===== config.mk =====
export PLATFORM = sky130hd
export DESIGN_NAME = rssa_ctrl
export DESIGN_NICKNAME = d
export VERILOG_FILES = /design/src/hdl/rssa_pkg.sv /design/src/hdl/rssa_ctrl.sv
export SDC_FILE = /design/constraint.sdc
export NUM_CORES = 1
export LEC_CHECK = 0
export BUFFER_PORTS_ARGS = -buffer_cell sky130_fd_sc_hd__buf_2
export CAP_MARGIN = 20
export CORE_AREA = 2 2 39 41
export CTS_CLUSTER_DIAMETER = 100
export DETAILED_ROUTE_END_ITERATION = 12
export DIE_AREA = 0 0 41 43
export GPL_TIMING_DRIVEN = 0
export PLACE_DENSITY_LB_ADDON = 0.25
export SLEW_MARGIN = 0
export SYNTH_ARGS = -nofsm -noshare
export SYNTH_HDL_FRONTEND = slang
export SYNTH_SLANG_ARGS = --single-unit

===== constraint.sdc =====
create_clock -name clock -period 2.7 [get_ports clock]
set_clock_uncertainty 0.05 [all_clocks]
set_input_delay 0.405 -clock clock [delete_from_list [all_inputs] [get_ports clock]]
set_output_delay 0.405 -clock clock [all_outputs]
set_load 0.02 [all_outputs]

===== src/hdl/rssa_pkg.sv =====
// Shared types and constants for the ring slot span allocator.
`timescale 1ns / 1ps
`default_nettype none

package rssa_pkg;

   // Ring geometry (slot count is a power of two)
   localparam int POOL_SLOTS = 1024;
   localparam int MAX_SPAN   = 16;
   localparam int ADDR_W     = $clog2(POOL_SLOTS);

   // Fixed field widths of the channels
   localparam int CMD_W  = 3;
   localparam int IDX_W  = 16;
   localparam int CNT_W  = 8;
   localparam int STAT_W = 3;
   localparam int POS_W  = 10;
   localparam int WIDE_W = IDX_W + 1;

   typedef logic [ADDR_W-1:0] addr_type;
   typedef logic [CNT_W-1:0]  cnt_type;
   typedef logic [WIDE_W-1:0] wide_type;
   typedef logic [POS_W-1:0]  pos_type;
   typedef logic [STAT_W-1:0] stat_code_type;

   // Command codes
   localparam logic [CMD_W-1:0] CMD_ALLOC    = 3'd0;
   localparam logic [CMD_W-1:0] CMD_RECYCLE  = 3'd1;
   localparam logic [CMD_W-1:0] CMD_LOOKUP   = 3'd2;
   localparam logic [CMD_W-1:0] CMD_CHECK    = 3'd3;
   localparam logic [CMD_W-1:0] CMD_ROLLBACK = 3'd4;
   localparam logic [CMD_W-1:0] CMD_RESET    = 3'd5;

   // Status codes
   localparam stat_code_type ST_OK     = 3'd0;
   localparam stat_code_type ST_COUNT  = 3'd1;
   localparam stat_code_type ST_FULL   = 3'd2;
   localparam stat_code_type ST_INDEX  = 3'd3;
   localparam stat_code_type ST_EMPTY  = 3'd4;
   localparam stat_code_type ST_FREED  = 3'd5;
   localparam stat_code_type ST_OWNER  = 3'd6;
   localparam stat_code_type ST_TARGET = 3'd7;

   typedef struct packed {
      logic [CMD_W-1:0] command;
      logic [IDX_W-1:0] slot_index;
      logic [CNT_W-1:0] sqe_count;
   } req_type;

   typedef struct packed {
      stat_code_type status;
      pos_type       position;
      pos_type       head_now;
      pos_type       tail_now;
      pos_type       pending_count;
   } rsp_type;

   // One slot entry: free flag and owner start slot
   typedef struct packed {
      logic     free;
      addr_type owner;
   } entry_type;

   localparam int ENTRY_W = $bits(entry_type);

   // Controller to datapath commands
   typedef struct packed {
      logic latch_req;
      logic commit_dec;
      logic clear_step;
      logic alloc_step;
      logic free_step;
      logic look_commit;
      logic load_rsp;
   } ctl_type;

   // Datapath to controller status
   typedef struct packed {
      logic clear_last;
      logic alloc_last;
      logic free_last;
      logic go_alloc;
      logic go_free;
      logic go_look;
   } stat_type;

endpackage

`default_nettype wire


===== src/hdl/rssa_ctrl.sv =====
// Sequencing state machine for the ring slot span allocator.
`timescale 1ns / 1ps
`default_nettype none

module rssa_ctrl (
   input  wire logic               clock,
   input  wire logic               reset,
   input  wire logic               req_valid,
   output logic                    req_stall,
   output logic                    rsp_valid,
   input  wire logic               rsp_stall,
   output rssa_pkg::ctl_type       ctl,
   input  wire rssa_pkg::stat_type stat
);

   localparam logic [2:0] S_CLEAR  = 3'd0;
   localparam logic [2:0] S_IDLE   = 3'd1;
   localparam logic [2:0] S_DECODE = 3'd2;
   localparam logic [2:0] S_ALLOC  = 3'd3;
   localparam logic [2:0] S_FREE   = 3'd4;
   localparam logic [2:0] S_LCHK   = 3'd5;
   localparam logic [2:0] S_RESULT = 3'd6;

   logic [2:0] state_ff;
   logic [2:0] state_in;
   logic       rsp_valid_ff;
   logic       rsp_valid_in;

   // Sequence one item from decode through slot walk to result
   always_comb begin
      ctl          = '0;
      state_in     = state_ff;
      rsp_valid_in = rsp_valid_ff && rsp_stall;
      case (state_ff)
         S_CLEAR: begin
            ctl.clear_step = 1'b1;
            if (stat.clear_last) begin
               state_in = S_IDLE;
            end
         end
         S_IDLE: begin
            if (req_valid) begin
               ctl.latch_req = 1'b1;
               state_in      = S_DECODE;
            end
         end
         S_DECODE: begin
            ctl.commit_dec = 1'b1;
            if (stat.go_alloc) begin
               state_in = S_ALLOC;
            end else if (stat.go_free) begin
               state_in = S_FREE;
            end else if (stat.go_look) begin
               state_in = S_LCHK;
            end else begin
               state_in = S_RESULT;
            end
         end
         S_ALLOC: begin
            ctl.alloc_step = 1'b1;
            if (stat.alloc_last) begin
               state_in = S_RESULT;
            end
         end
         S_FREE: begin
            ctl.free_step = 1'b1;
            if (stat.free_last) begin
               state_in = S_RESULT;
            end
         end
         S_LCHK: begin
            ctl.look_commit = 1'b1;
            state_in        = S_RESULT;
         end
         S_RESULT: begin
            // Load the output register once it is free
            if (!rsp_valid_ff || !rsp_stall) begin
               ctl.load_rsp = 1'b1;
               rsp_valid_in = 1'b1;
               state_in     = S_IDLE;
            end
         end
         default: begin
            state_in = S_IDLE;
         end
      endcase
   end

   always_ff @(posedge clock) begin
      if (reset) begin
         state_ff     <= S_CLEAR;
         rsp_valid_ff <= 1'b0;
      end else begin
         state_ff     <= state_in;
         rsp_valid_ff <= rsp_valid_in;
      end
   end

   assign req_stall = (state_ff != S_IDLE);
   assign rsp_valid = rsp_valid_ff;

endmodule

`default_nettype wire


==> results of run 1 <==
final timing paths:
check                                 start          end  slack (ns)  cells after the start
worst max-delay path            state_ff[1]       ctl[3]        1.02                      4
worst min-delay path                  reset    rsp_valid        0.33                      2
worst max register to register  state_ff[2]  state_ff[1]        1.51                      3
worst min register to register    rsp_valid    rsp_valid        0.44                      2
cells by family (layout without fill, tap and decap cells):
group                  after synthesis  count (layout)  share of synthesized area
muxes                                1               1                     0.0303
buffers and inverters                6              27                      0.117
DFF                                  4               4                      0.242
AOI/OAI and AO/OA                   10              10                      0.239
and+or+nand+nor                     20              20                      0.371
worst max-delay path, cell delays in order, from the launching register on:
cell     delay (ns)
dfxtp_1        0.33
buf_6          0.14
nor2b_1        0.22
and2_1         0.15
buf_2          0.15
synthesized netlist by cell type (all sizes together):
master | number | share of area
o21ai | 1 | 0.015
a21oi | 2 | 0.030
nand3b | 2 | 0.045
and2 | 2 | 0.038
o311a | 1 | 0.030
o211a | 1 | 0.030
a22o | 1 | 0.027
a21boi | 1 | 0.023
a311o | 1 | 0.030
dfxtp | 4 | 0.24
nor2b | 2 | 0.038
mux2i | 1 | 0.030
nor3 | 3 | 0.076
inv | 3 | 0.034
o21a | 1 | 0.023
buf | 3 | 0.083
nor2 | 4 | 0.045
nor3b | 2 | 0.045
nand2b | 2 | 0.038
nand2 | 2 | 0.023
or2b | 1 | 0.023
a32o | 1 | 0.030
power breakdown:
part | leakage, nW | switching [mW] | internal (mW) | total [mW]
Sequential | 0.0327 | 0.00344 | 0.0643 | 0.0678
Clock | 0.0138 | 0.0232 | 0.0496 | 0.0729
Combinational | 0.192 | 0.0455 | 0.0380 | 0.0835
metrics by stage:
| step | setup slack, ns | instances | total power, mW |
|---|---|---|---|
| 3_3_place_gp | 1.29 | 75 | 0.154 |
| 6_report | 1.02 | 78 | 0.224 |
| 3_5_place_dp | 1.29 | 75 | 0.153 |
| 2_1_floorplan | 1.16 | 41 | 0.128 |
| 4_1_cts | 1.03 | 78 | 0.231 |
| 5_1_grt | 0.927 | 78 | 0.243 |
per-layer routing:
metal  GRT usage  part of all wire  vias to the layer above
li1            -                 -                      189
met1       0.138              0.47                      150
met2       0.138              0.43                       14
met3      0.0471             0.099                        0
met4      0.0800                 0                        0
met5           0                 0                        -
layout make-up:
class                      instances  area share
multi-input combinational         31       0.457
timing repair buffer              18       0.195
sequential                         4       0.173
buffer                             3      0.0595
clock buffer                       3      0.0486
tap                               16      0.0432
inverter                           3      0.0243
registers in the layout, summed over array words and instances, names as in the netlist:
register / flops
rsp_valid: 1
state_ff: 3
==> flow_summary.json, run 1 <==
{
  "syn_nets": 51,
  "syn_area_per_cell_um2": 8.06,
  "cts_setup_buffers": 0,
  "fin_crit_sh": 0.621,
  "grt_pass1_wl_um": 1240,
  "p_leak_nw": 0.239,
  "path_class": "reg -> out",
  "hold_path.class": "in -> reg",
  "drive_above_1_share": 0.419,
  "start_util": 0.239,
  "grt_setup_unrepaired": "false",
  "first_pass_iters": 2,
  "place_congestion": 0.714,
  "area_growth_pct": 40.2,
  "critPathMaxFanout": 10,
  "setup_viol": 0,
  "synth-seq-cells": 4,
  "final_cell_mix": "19 x buf_2, 4 x nor2_1, 4 x dfxtp_1",
  "n_antenna_cell": 0,
  "required_ns": 2.25,
  "dieHeight_um": 43,
  "htree_num_levels": 1,
  "placement_rows": 14,
  "tns_ns": 0,
  "cp-start-kind": "register",
  "cp.arrival_ns": 1.22,
  "wire_per_inst_um": 9.54,
  "die_x_um": 41,
  "slew_headroom": 0.818,
  "cts_tree": "done",
  "dpl_cell_area_um2": 440,
  "status": "completed",
  "vdd_drop_max_v": 0.000199,
  "syn_area_um2": 330,
  "die-area_mm2": 0.00176,
  "viasPerCell": 4.53,
  "seq_area_frac_synth": 0.242,
  "multi_input_area_um2": 211,
  "final_core_util": 0.335,
  "yosys_warnings": 0,
  "final_hold_viol_count": 0,
  "worst_pin_slew_ns": 0.272,
  "drv_cap": 0,
  "grt-ovfl-total": 0,
  "finalMaxSlewViolations": 0,
  "p_per_area_mw_per_mm2": 484,
  "antenna_found_initial": 0,
  "clk-insertion-delay-late_ns": 0.23,
  "drt-total-wl_um": 744,
  "dpl.hpwl_um": 576,
  "hold_buffers": 0,
  "fmax_mhz": 597,
  "clock_sinks": 4,
  "fill_cells": 157,
  "drc": 0,
  "cts_resized": 0,
  "place.port_buffers": 18,
  "synth_cell_types": 24,
  "cts-root-buf": "clkbuf_4",
  "final_cell_area_um2": 463,
  "core_area_mm2": 0.00138,
  "grtUsageTotal": 0.108,
  "ff_latch_area_um2": 80.1,
  "end_kind": "primary output",
  "ant_nets": 0,
  "pin_count": 19,
  "drtIter0Drc": 3,
  "vias": 353,
  "fin_crit_ns": 1.68,
  "layout_commonest_cell": "buf_2",
  "nNetsFinal": 74,
  "synth_cells": 41,
  "grt_pass1_vias": 305,
  "grt_max_degree": 11,
  "whs_ns": 0.332,
  "numCtsBuffers": 3,
  "clkTransAtPathRegs_ns": 0.04,
  "cts_buffer_depth": 2
}
(Power assumes the default switching activity.)
==> run 2, diff against run 1 <==
- ABC_AREA: unset -> 1
- clock period: 2.7 -> 1.6 ns (I/O delays scaled with it)
==> flow_summary.json, run 2 <==
{
  "area_growth_pct": 37.4,
  "wire_per_inst_um": 7.46,
  "vdd_drop_max_v": 0.000546,
  "synthAdderAreaFrac": 0,
  "final_cell_mix": "18 x buf_2, 14 x nand2_1, 12 x nor2_1, 12 x inv_1, 4 x dfxtp_1",
  "path_class": "reg -> out",
  "multi_input_area_um2": 215,
  "final_core_util": 0.359,
  "numCtsBuffers": 3,
  "placement_rows": 14,
  "cp-start-kind": "register",
  "required_ns": 1.31,
  "dieHeight_um": 43,
  "slowest_stage": "dfxtp_1",
  "synth-simple-area-share": 0.478,
  "synth.area.mux_share": 0,
  "synth_xor_area_frac": 0,
  "fill_cells": 159,
  "fmax_mhz": 678,
  "crit_top_cell": "nor2_1",
  "status": "completed",
  "r2r_cells": 10,
  "synth_compound_area_frac": 0.111,
  "grt_pass1_vias": 341,
  "first_pass_iters": 4,
  "ant_nets": 0,
  "die_x_um": 41,
  "grt_setup_unrepaired": "false",
  "synth_top_family_by_area": "simple AND/OR/NAND/NOR gates",
  "critPathMaxStageDelay_ns": 0.30,
  "ys_top_cells_by_count": "14 x nand2_1, 13 x nor2_1, 12 x inv_1",
  "synth_most_common_cell": "nand2_1",
  "drt-total-wl_um": 739,
  "grt-ovfl-total": 0,
  "cp-startpoint": "state_ff[2]",
  "r2r_setup_slack_ns": 0.40,
  "finalMaxSlewViolations": 0,
  "grt_max_degree": 10,
  "seq_area_frac_synth": 0.221,
  "synth.area.top_cells": "dfxtp_1 22%, nand2_1 15%, nor2_1 13%",
  "synth_cell_types": 17,
  "regMostFlops": "state_ff",
  "vias": 405,
  "start_util": 0.261,
  "synth_enable_flop_cells": 0,
  "nNetsFinal": 95,
  "core_area_mm2": 0.00138,
  "syn_area_per_cell_um2": 5.83,
  "ff_latch_area_um2": 80.1,
  "yosys_warnings": 0,
  "synth_top_area_share": 0.221,
  "setup_viol": 0,
  "synth_ff_type": "dfxtp_1",
  "pin_count": 19,
  "total_power_mw": 0.821,
  "reg2reg_to": "state_ff[1]",
  "largest_reg_flops": 3,
  "fin_crit_sh": 0.922,
  "drv_cap": 0,
  "grtUsageTotal": 0.107,
  "clkTransAtPathRegs_ns": 0.04,
  "critPathMaxFanout": 9,
  "fin_crit_ns": 1.48,
  "drc": 0,
  "reg2reg_from": "state_ff[2]",
  "clock_sinks": 4,
  "drtIter0Drc": 6,
  "worst_pin_slew_ns": 0.242,
  "layout_commonest_cell": "buf_2",
  "cts-root-buf": "clkbuf_4",
  "slew_headroom": 0.838,
  "async_flop_share": 0,
  "place_congestion": 0.774,
  "hold_path.class": "in -> reg",
  "cts_tree": "done",
  "cts_buffer_depth": 2,
  "cp_cell_sequence": "buf_6 > inv_6 > nand2_4 > nor2_1 > inv_1 > nor2_1 > buf_2",
  "cp.arrival_ns": 1.19,
  "final_hold_viol_count": 0,
  "syn_area_um2": 362,
  "p_leak_nw": 0.314,
  "htree_num_levels": 1,
  "synth-seq-cells": 4,
  "die-area_mm2": 0.00176,
  "end_kind": "primary output",
  "place.port_buffers": 18,
  "tns_ns": 0,
  "synth_cells": 62,
  "dpl.hpwl_um": 618,
  "dpl_cell_area_um2": 472,
  "crit_path_end": "ctl[6]",
  "syn_nets": 72,
  "whs_ns": 0.126,
  "n_antenna_cell": 0,
  "clk-insertion-delay-late_ns": 0.23,
  "yosysTopAreaCell": "dfxtp_1",
  "hold_depth": 2,
  "drive_above_1_share": 0.373,
  "p_per_area_mw_per_mm2": 1650,
  "viasPerCell": 4.09,
  "antenna_found_initial": 0,
  "final_cell_area_um2": 497,
  "grt_pass1_wl_um": 1280
}
[run 2: cell types whose count changed after synthesis, sizes merged, moves of 3 or more]
cell and change:
inv +11, nor3 -3, nor2 +12, nand3 +4, nand2 +14
[run 2: worst min-delay path by stage]
stage / start / to / slack (ns)
final: reset / rsp_valid / 0.13
after global routing: reset / rsp_valid / 0.13
after CTS: reset / rsp_valid / 0.12
after detailed placement: reset / rsp_valid / 0.37
after global placement: reset / rsp_valid / 0.36
after floorplan: reset / rsp_valid / 0.26
[run 2: routing by layer]
metal	GRT usage	part of all wire	wire length, µm
met1	0.138	0.45	336
met5	0	0	0
met2	0.144	0.47	346
met4	0.0800	0.015	11
met3	0.0314	0.061	45
[run 2: repair_timing]
action | 4_1_cts | 5_1_grt
endpoints found under the setup margin | 0 | 1
hold buffers | 0 | 0
resized for setup | 0 | 1
setup buffers | 0 | 0
[run 2: area by class of cell]
class / count / share of cell area
sequential: 4 / 0.161
clock buffer: 3 / 0.0453
timing repair buffer: 18 / 0.181
inverter: 14 / 0.116
multi-input combinational: 43 / 0.433
tap: 16 / 0.0403
buffer: 1 / 0.0227
[run 2: metrics by stage]
step / setup WS (ns) / std cells
floorplan: 0.251 / 62
global placement: 0.364 / 96
detailed placement: 0.360 / 96
CTS: 0.101 / 99
global route: 0.0285 / 99
finish: 0.124 / 99
[run 2: kinds of logic after synthesis]
| family | after synthesis |
|---|---|
| DFF | 4 |
| buffers and inverters | 15 |
| and+or+nand+nor | 36 |
| AOI/OAI and AO/OA | 7 |
[run 2: critical path: cells and delay by family, from the launching register on]
kind	cells	cell delay, ns
DFF	1	0.30
and+or+nand+nor	3	0.24
buffers and inverters	4	0.42
[run 2: power by group]
group / internal (mW) / total [mW] / switching (mW)
registers: 0.132 / 0.166 / 0.0333
clock network: 0.0837 / 0.122 / 0.0383
logic: 0.191 / 0.533 / 0.343
